==> src/hdl/rfsa_pkg.sv <==
`timescale 1ns / 1ps
// ----------------------------------------------------------------------------
// rfsa_pkg
// Shared types and constants for the ring frame slot allocator: request and
// response transactions, controller commands, state encoding and field codes.
// ----------------------------------------------------------------------------
package rfsa_pkg;

   // slot ring geometry
   localparam int MAX_SLOTS = 64;
   localparam int SLOT_W    = 6;
   localparam int CNT_W     = 7;
   localparam int DIM_W     = 12;
   localparam int PROD_W    = 2 * DIM_W;

   // record layout: header followed by pixels
   localparam int HDR_BYTES = 32;
   localparam int PIX_BYTES = 2;
   localparam int REC_W     = 28;
   localparam int POS_W     = 33;
   localparam int END_W     = 34;

   // slot number meaning "no slot"
   localparam logic [CNT_W-1:0] NO_SLOT = '1;

   // operation codes
   localparam logic [1:0] OP_RESERVE = 2'd0;
   localparam logic [1:0] OP_COMMIT  = 2'd1;
   localparam logic [1:0] OP_LOOKUP  = 2'd2;

   // status codes
   localparam logic [1:0] STATUS_OK         = 2'd0;
   localparam logic [1:0] STATUS_PREV_UNK   = 2'd1;
   localparam logic [1:0] STATUS_NOT_FILLED = 2'd2;

   // configuration register indexes
   localparam logic [1:0] CSR_MAX_SLOTS   = 2'd0;
   localparam logic [1:0] CSR_MEM_SIZE    = 2'd1;
   localparam logic [1:0] CSR_BASE_OFFSET = 2'd2;

   // configuration reset values
   localparam logic [CNT_W-1:0] MAX_SLOTS_RST = 7'd64;
   localparam logic [31:0]      MEM_SIZE_RST  = 32'd1048576;
   localparam logic [31:0]      BASE_OFF_RST  = 32'd0;

   typedef struct packed {
      logic [1:0]       operation;
      logic [DIM_W-1:0] width;
      logic [DIM_W-1:0] height;
      logic [SLOT_W-1:0] slot_index;
   } req_type;

   typedef struct packed {
      logic [1:0]        status;
      logic [SLOT_W-1:0] slot;
      logic [31:0]       record_offset;
      logic [DIM_W-1:0]  out_width;
      logic [DIM_W-1:0]  out_height;
      logic [CNT_W-1:0]  filled_slots;
      logic signed [31:0] total_frames;
   } rsp_type;

   // controller to datapath commands
   typedef struct packed {
      logic capture;
      logic mult;
      logic sum;
      logic finish;
   } cmd_type;

   typedef enum logic [1:0] {
      ST_IDLE,
      ST_MULT,
      ST_SUM,
      ST_FINISH
   } fsm_state_type;

endpackage

==> src/hdl/rfsa_ctrl.sv <==
`timescale 1ns / 1ps
// ----------------------------------------------------------------------------
// rfsa_ctrl
// Sequencer for one transaction: capture and memory read, multiply, offset
// sum, then decision, state update and response.
// ----------------------------------------------------------------------------
module rfsa_ctrl (
   input  logic              clock,
   input  logic              reset,
   input  logic              start,
   output logic              busy,
   output rfsa_pkg::cmd_type cmd
);
   import rfsa_pkg::*;

   fsm_state_type state_ff;
   fsm_state_type state_in;

   // state register
   always_ff @(posedge clock) begin
      if (reset) begin
         state_ff <= ST_IDLE;
      end else begin
         state_ff <= state_in;
      end
   end

   // next state and commands
   always_comb begin
      state_in = state_ff;
      cmd      = '0;
      case (state_ff)
         ST_IDLE: begin
            if (start) begin
               cmd.capture = 1'b1;
               state_in    = ST_MULT;
            end
         end
         ST_MULT: begin
            cmd.mult = 1'b1;
            state_in = ST_SUM;
         end
         ST_SUM: begin
            cmd.sum  = 1'b1;
            state_in = ST_FINISH;
         end
         ST_FINISH: begin
            cmd.finish = 1'b1;
            state_in   = ST_IDLE;
         end
         default: begin
            state_in = ST_IDLE;
         end
      endcase
   end

   assign busy = (state_ff != ST_IDLE);

   // a captured transaction always goes on to the multiply step
   a_capture_to_mult: assert property (@(posedge clock) disable iff (reset)
      cmd.capture |=> state_ff == ST_MULT)
      else $error("capture not followed by multiply");

   // finishing frees the sequencer for the next transaction
   a_finish_to_idle: assert property (@(posedge clock) disable iff (reset)
      cmd.finish |=> !busy)
      else $error("busy after finish");

endmodule

==> config.mk <==
export PLATFORM = sky130hd
export DESIGN_NAME = rfsa_ctrl
export DESIGN_NICKNAME = d
export VERILOG_FILES = /design/src/hdl/rfsa_pkg.sv /design/src/hdl/rfsa_ctrl.sv
export SDC_FILE = /design/constraint.sdc
export NUM_CORES = 1
export LEC_CHECK = 0
export BUFFER_PORTS_ARGS = -buffer_cell sky130_fd_sc_hd__buf_2
export CAP_MARGIN = 20
export CORE_AREA = 8 8 45 47
export CTS_BUF_LIST = sky130_fd_sc_hd__clkbuf_2
export CTS_CLUSTER_SIZE = 20
export DETAILED_ROUTE_END_ITERATION = 6
export DIE_AREA = 0 0 53 55
export GPL_TIMING_DRIVEN = 0
export PLACE_DENSITY_LB_ADDON = 0.1
export RECOVER_POWER = 50
export SYNTH_ARGS = -nofsm -noshare
export SYNTH_HDL_FRONTEND = slang
export SYNTH_SLANG_ARGS = --single-unit
export TNS_END_PERCENT = 20
==> constraint.sdc <==
create_clock -name clock -period 2.4 [get_ports clock]
set_input_delay 0 -clock clock [delete_from_list [all_inputs] [get_ports clock]]
set_output_delay 0 -clock clock [all_outputs]
set_load 0.1 [all_outputs]
== After elaboration in Yosys (flattened, before gate mapping) ==
Index checks and enable logic that the tools add are counted.
Storage, ports and cells
  bits in registers: 2
  latch bits: 0
  bits in writable memories: 0
  memory bits (read-only): 0
  bits of input ports: 3
  output and inout bits: 5
  memories kept: 0
Cells by class
  $add $sub $neg: 0
  multiply operators: 0
  div/mod/pow operators: 0
  order comparisons: 0
  eq/ne operators: 4
  shift operators: 0
  mux-type cells: 7
  bitwise operators: 0
  reductions and logical operators: 2
Operator list (count)
  case mux 2 bit (4 select lines): 1
  two-way mux 1 bit: 5
  == test 2 bit (second input constant): 2
  == test 2 x 1 -> 1 bit (second input constant): 1
  logical NOT 2 bit: 1
  two-way mux 2 bit: 1
  != test 2 bit (second input constant): 1
  nonzero test 2 bit: 1

== Longest topological paths before layout ==
Gate-level depths: netlist of the first run.
  depth in word-level cells: 2
  gate-level depth with buffers: 5
  gate-level depth less buffers: 5

== Least setup slack after synthesis of the first run ==
Ideal clock, no wire load.
  kind: flip-flop to flip-flop
  start: register state_ff[0]
  end: register state_ff[0]
  setup time: 0.086 ns
  data arrival time: 1.512 ns
  data required time: 2.314 ns
  setup slack: 0.803 ns
  cell stages (with the launch flop): 5
  buffers on the path: 0
  period minus slack after synthesis: 1.597 ns
  cell sequence: dfxtp_1 inv_1 ha_1 nor2_1 a211oi_1
On the way
  cells in the longest elaborated chain, start to end: 2
  elaborated cells between the ends (all ways): 6
  those cells by class: eq/ne (4); mux (1); reduce/logical (1)
Ends and longest elaborated chain
  start, declared: RTL line rfsa_ctrl.sv:16  | fsm_state_type state_ff;
  start signal, assigned: RTL line rfsa_ctrl.sv:24  | state_ff <= state_in;
  == test 2 bit, or another cell as far along: RTL line rfsa_ctrl.sv:32  | case (state_ff)
  case mux 2 bit (4 select lines) / != test 2 bit (equally long branches)
Parallel ways exist; a longest one is shown, timed or not.
A chain may end at the register's enable or synchronous reset.

==> run metrics, run 1 <==
Net count, final=38; DR iter-0 viols=2; die area=between 2000 and 3000 um2; layout cell share with drive strength beyond 1=between 30 and 40%; simple-gate area share of the yosys netlist=between 15 and 20%; largest net degree at the start of global routing=5; Commonest cells post-synth=ha_1 (5), inv_1 (3), nor2_1 (3), dfxtp_1 (2); MaxCap Viol Count=0; Final Critical Period=1.594 ns; Hold Path Sink=state_ff[0]; Synth Area in Compound Gates=4.800%; H-tree depth=1; Syn Nets=25; XOR/XNOR Fraction of Synth Area=0%; CP max FO=4; Post-CTS Setup Repair Bufs=0; n_diodes=0; CTS tree=yes; Critical R2R Launch=state_ff[0]; Post-Route WL=402 um; clk slew on worst S/H paths=~0.030 ns; clk_lat worst skew=0.19 ns; vias per inst=between 3 and 4; ys flop type=dfxtp_1; Netlist Area Pre-Place=~160 um2; period utilization=66.42%; DRT Pass-1 Iters=2; Die Wd=approximately 53 um; Synth top area share=between 40% and 50%; mux share of post-synthesis cell area=under 10%; reg-to-reg setup timing slack=roughly 1.2 ns; Final Setup Violations=0; Post-Synth Adder-Cell Area=40.00%; remaining antenna violation count after routing=0; leading area contributor after synthesis=ha_1; Critical Path Sink Type=output port; CTS Buf Count=3; CTS root buf=clkbuf_2; min-delay worst type=input port to flip-flop; Seq/Total Area, Yosys=25.60%; post-DP HPWL=323 um; dpl ws=1.183 ns; vias in the first global route=between 150 and 200; Top reg by flops=state_ff; relative slew slack=between 20 and 25%; setup_tns=0 ns; Hold Path Origin=start; top-count cell post-synth=ha_1; Unique masters post-synth=8; Core Area=roughly 1400 um2; final setup margin=a little over 0.8 ns; post_cts resized=0; total grt overflow=0; Syn. warnings=0; Die Ht=between 50 and 60 um; CP required=approximately 2.4 ns; initial core utilization=11.30%; row cnt=14; Worst Clk Skew=~0.0017 ns; syn avg cell area=around 9.2 um2; Arr. time, crit path=1.59 ns; via count=roughly 140; Slew Limit Fails=0; GRT Total Usage=roughly 3.5%; Port-buffer cells=7; I/O pin count=8; Startpoint Class=flip-flop; Placer Congestion=between 0.6 and 0.7; routed len/inst=~9 um; main combinational cell family by area after synthesis=adder cells; fmax=about 0.63 GHz; reg2reg end=state_ff[1]; status=finished, final reports clean; Mapped Cells=17; top post-synthesis cells by area=ha_1 (40%), dfxtp_1 (26%), inv_1 (7.2%), nor2_1 (7.2%), mux2i_1 (6.4%); biggest regs=state_ff: 2 flops; first-pass GRT wire length=between 600 and 700 um; EDFF count, synth=0; Area Growth Syn to Fin=50.40%; max FFs per register=2; CTS sink cnt=2; RSZ-0062 raised after global routing=no; FF-to-FF path depth=5; Worst Max-Slew Pin Slew=between 1 and 1.5 ns; final hold violation count=0; type of the worst setup path=flip-flop to output port; Post-route DRC=0; FF+latch count, synth=2; worst hold path depth=3; Async SR Flop Fraction=0%; initial antenna violation count=0; CTS max path bufs=2
==> critical path, cell delays in order (launching register included) <==
cell and delay [ns]:
dfxtp_1 0.38, ha_1 0.16, clkbuf_1 0.86
==> metal layers <==
| layer | up-vias | part of all wire [%] | global-route usage, % | routed length [um] |
|---|---|---|---|---|
| li1 | 74 | - | - | - |
| met1 | 60 | 38 | 2.269 | 153 |
| met2 | 4 | 52 | 5.273 | 210 |
| met3 | 0 | 9.2 | 2.674 | 37 |
| met4 | 0 | 0 | 5.172 | 0 |
| met5 | - | 0 | 0 | 0 |
==> worst max-delay path by stage <==
stage | from | endpoint | slack, ns | cells past startpoint
global placement | state_ff[0] | state_ff[0] | 1.17 | 5
CTS | state_ff[0] | cmd[3] | 0.99 | 4
global route | state_ff[1] | cmd[0] | 0.71 | 2
floorplan | state_ff[0] | state_ff[0] | 0.80 | 4
detailed placement | state_ff[0] | state_ff[1] | 1.18 | 5
finish | state_ff[0] | cmd[0] | 0.81 | 2
==> placed cells by master (no fill, tap or decap), drive strengths merged <==
cell type	n
a211oi	1
and2	1
buf	6
clkbuf	4
dfxtp	2
dlygate4sd3	1
ha	5
inv	3
mux2i	1
nand2b	1
nor2	3
==> kinds of logic after synthesis <==
family / after synthesis
adder cells (fa/ha/maj): 5
buffers and inverters: 3
AO/OA/AOI/OAI: 1
multiplexers: 1
flip-flops: 2
AND/OR/NAND/NOR: 5
==> area by class of cell <==
| class | instances | area [um2] |
|---|---|---|
| fill | 160 | 1149 |
| multi-input combinational | 12 | 105.1 |
| timing repair buffer | 8 | 43.79 |
| sequential | 2 | 40.04 |
| tap | 16 | 20.02 |
| clock buffer | 3 | 15.01 |
| inverter | 3 | 11.26 |
==> through the flow <==
step	hold WS [ns]	util, %	area [um2]	cells
2_1_floorplan	0.07238	-	156.4	17
3_3_place_gp	0.1909	15.28	211.5	40
3_5_place_dp	0.1860	15.28	211.5	40
4_1_cts	0.1730	17.09	236.5	44
5_1_grt	0.1940	17.00	235.2	44
6_report	0.1900	17.00	235.2	44
==> what timing repair did <==
| item | 4_1_cts | 5_1_grt |
|---|---|---|
| hold buffers | 1 | 0 |
| setup endpoints to repair | 0 | 0 |
| endpoints found under the hold margin | 2 | 0 |
Power of run 1 is left out: the tool's default activity adds up to more than one toggle a clock period on the data nets, which glitch-free logic cannot reach.
==> inputs of run 2 (changes only) <==
- ABC_AREA: default -> 1
- clock period: 2.4 -> 1.6 ns (I/O delays scaled with it)
==> run 2 against run 1 <==
  * Via count grew 22%
  * Setup slack lost 0.59 ns
  * Sequential share of layout area shrank 0.78 points
  * Count of clock-buffer cells in the layout is the same
  * Routed wire length shrank 2.5%
  * First-iteration DRC count shrank 100%
  * Synthesized cell count grew 53%
  * Register-to-register slack lost 0.68 ns
  * Highest routed layer unchanged
==> run metrics, run 2 <==
CP most frequent cell=inv_1; Post-Route WL=392 um (-2.5%); H-tree depth=1 (unchanged); vias in the first global route=197 (+27%); Final Critical Period=between 1 and 1.5 ns; FF-to-FF path depth=6 (+1); type of the worst setup path=flip-flop to output port; Final Setup Violations=0 (unchanged); placed cell count=49 (+23%); n_diodes=0 (unchanged); Filler cells=167 (+4.4%); DRT Pass-1 Iters=1 (-1); MaxCap Viol Count=0 (unchanged); Hold Path Origin=reset; Port-buffer cells=7 (unchanged); Core Area=1384 um2 (unchanged); Synth top area share=34.97% (-5.0 points); Die Wd=53 um (unchanged); min-delay worst type=input port to flip-flop; largest net degree at the start of global routing=5 (unchanged); status=finished, final reports clean; ys flop type=dfxtp_1; I/O pin count=8 (unchanged); Die Ht=55 um (unchanged); CP max stage delay=0.42 ns (-0.44 ns); row cnt=14 (unchanged); Syn Nets=34 (+36%); worst hold path depth=4 (+1); Mapped Cells=26 (+9); GRT Total Usage=3.326% (-0.17 points); CP max stage cell=buf_2; Final Non-Filler Cells=52 (+18%); Placer Congestion=0.7056 (+6.0%); vias per inst=3.250 (+3.6%); initial antenna violation count=0 (unchanged); relative slew slack=64.20% (+42 points); Seq/Total Area, Yosys=22.38% (-3.2 points); post-DP HPWL=345.4 um (+6.9%); CTS sink cnt=2 (unchanged); clk slew on worst S/H paths=0.03 ns (about the same); Critical Path Sink Type=output port; Async SR Flop Fraction=0% (unchanged); fmax=between 0.7 and 0.8 GHz; Worst Max-Slew Pin Slew=0.5393 ns (-0.6317 ns); hold slack=0.06106 ns (-0.1289 ns); top post-synthesis cells by area=ha_1 (35%), dfxtp_1 (22%), inv_1 (15%), nand2_1 (8.4%), nor2_1 (8.4%); leading area contributor after synthesis=ha_1; CP max FO=4 (unchanged); total grt overflow=0 (unchanged); Worst Clk Skew=0.003791 ns (+0.002087 ns); post_cts resized=0 (unchanged); Net count, final=46 (+21%); clk_lat worst skew=0.19 ns (about the same); Slew Limit Fails=0 (unchanged); via count=169 (+22%); first-pass GRT wire length=717 um (+9.5%); CTS max path bufs=2 (unchanged); CP required=1.60 ns (-0.80 ns); Post-route DRC=0 (unchanged); period utilization=about 87%; DR iter-0 viols=0 (-2); final hold violation count=0 (unchanged); die area=2915 um2 (unchanged); Area Growth Syn to Fin=37.76%; biggest regs=state_ff: 2 flops; Netlist Area Pre-Place=178.9 um2 (+14%); Unique masters post-synth=8 (unchanged); EDFF count, synth=0 (unchanged); remaining antenna violation count after routing=0 (unchanged); layout cell share with drive strength beyond 1=27.78% (-7.9 points); Post-CTS Setup Repair Bufs=0 (unchanged); setup_tns=0 ns (unchanged); reg2reg end=state_ff[1]; commonest non-fill, non-tap cells in the layout=inv_1 (8), buf_2 (6), nor2_1 (5), ha_1 (5); CP Cell Sequence=inv_1 -> ha_1 -> inv_1 -> buf_2; CTS tree=yes; CTS Buf Count=3 (unchanged); Hold Path Sink=state_ff[1]; Startpoint Class=flip-flop; commonest non-fill, non-tap cell in the layout=inv_1; Commonest cells post-synth=inv_1 (7), ha_1 (5), nand2_1 (4), nor2_1 (4); routed len/inst=7.538 um (-17%); Critical R2R Launch=state_ff[0]; syn avg cell area=6.882 um2 (-25%); FF+latch count, synth=2 (unchanged); hold_buf cts=0 (-1); reg-to-reg setup timing slack=0.51 ns (-0.68 ns); Syn. warnings=0 (unchanged); CTS root buf=clkbuf_2; max FFs per register=2 (unchanged); initial core utilization=12.93% (+1.6 points); RSZ-0062 raised after global routing=no; Top reg by flops=state_ff; top-count cell post-synth=inv_1; Arr. time, crit path=1.39 ns (-0.20 ns)
==> run 2: layout make-up <==
type | instances | area, um2 | share of cell area (%)
clock buffers | 3 | 15.01 | 6.091
inverters | 8 | 30.03 | 12.18
multi-input cells | 16 | 106.4 | 43.15
flip-flops and latches | 2 | 40.04 | 16.24
well taps | 16 | 20.02 | 8.122
repair buffers | 7 | 35.03 | 14.21
==> run 2: critical path: cells and delay by family (launching register included) <==
kind	cells	cell delay, ns
DFF	1	0.35
adders and majority gates	1	0.25
buffers and inverters	3	0.60
==> run 2: worst max-delay path by stage <==
stage / startpoint / to / cells past startpoint
after detailed placement: state_ff[0] / cmd[3] / 5
after global placement: state_ff[0] / cmd[3] / 5
after CTS: state_ff[1] / cmd[3] / 5
final: state_ff[0] / busy / 4
after global routing: state_ff[1] / cmd[3] / 5
after floorplan: state_ff[0] / state_ff[0] / 6
==> run 2: metrics by stage <==
stage	util, %	setup slack, ns	area (um2)
2_1_floorplan	-	0.02593	178.9
3_3_place_gp	16.91	0.3963	234.0
3_5_place_dp	16.91	0.3824	234.0
4_1_cts	17.99	0.1764	249.0
5_1_grt	17.81	0.1018	246.5
6_report	17.81	0.2147	246.5
==> run 2: cells by family (layout without fill, tap and decap cells) <==
| kind of cell | count (synthesis) | in the layout | synth area share [%] |
|---|---|---|---|
| fa+ha+maj | 5 | 5 | 34.97 |
| simple gates | 11 | 11 | 25.87 |
| buf+inv | 8 | 18 | 16.78 |
| flops | 2 | 2 | 22.38 |
==> run 2: routing by layer <==
layer / GRT usage, % / routed length [um] / vias to the layer above
li1: - / - / 94
met1: 3.172 / 148 / 71
met2: 5.664 / 207 / 4
met3: 0.5348 / 37 / 0
met4: 3.879 / 0 / 0
met5: 0 / 0 / -
Power of run 2 is left out for the same reason.
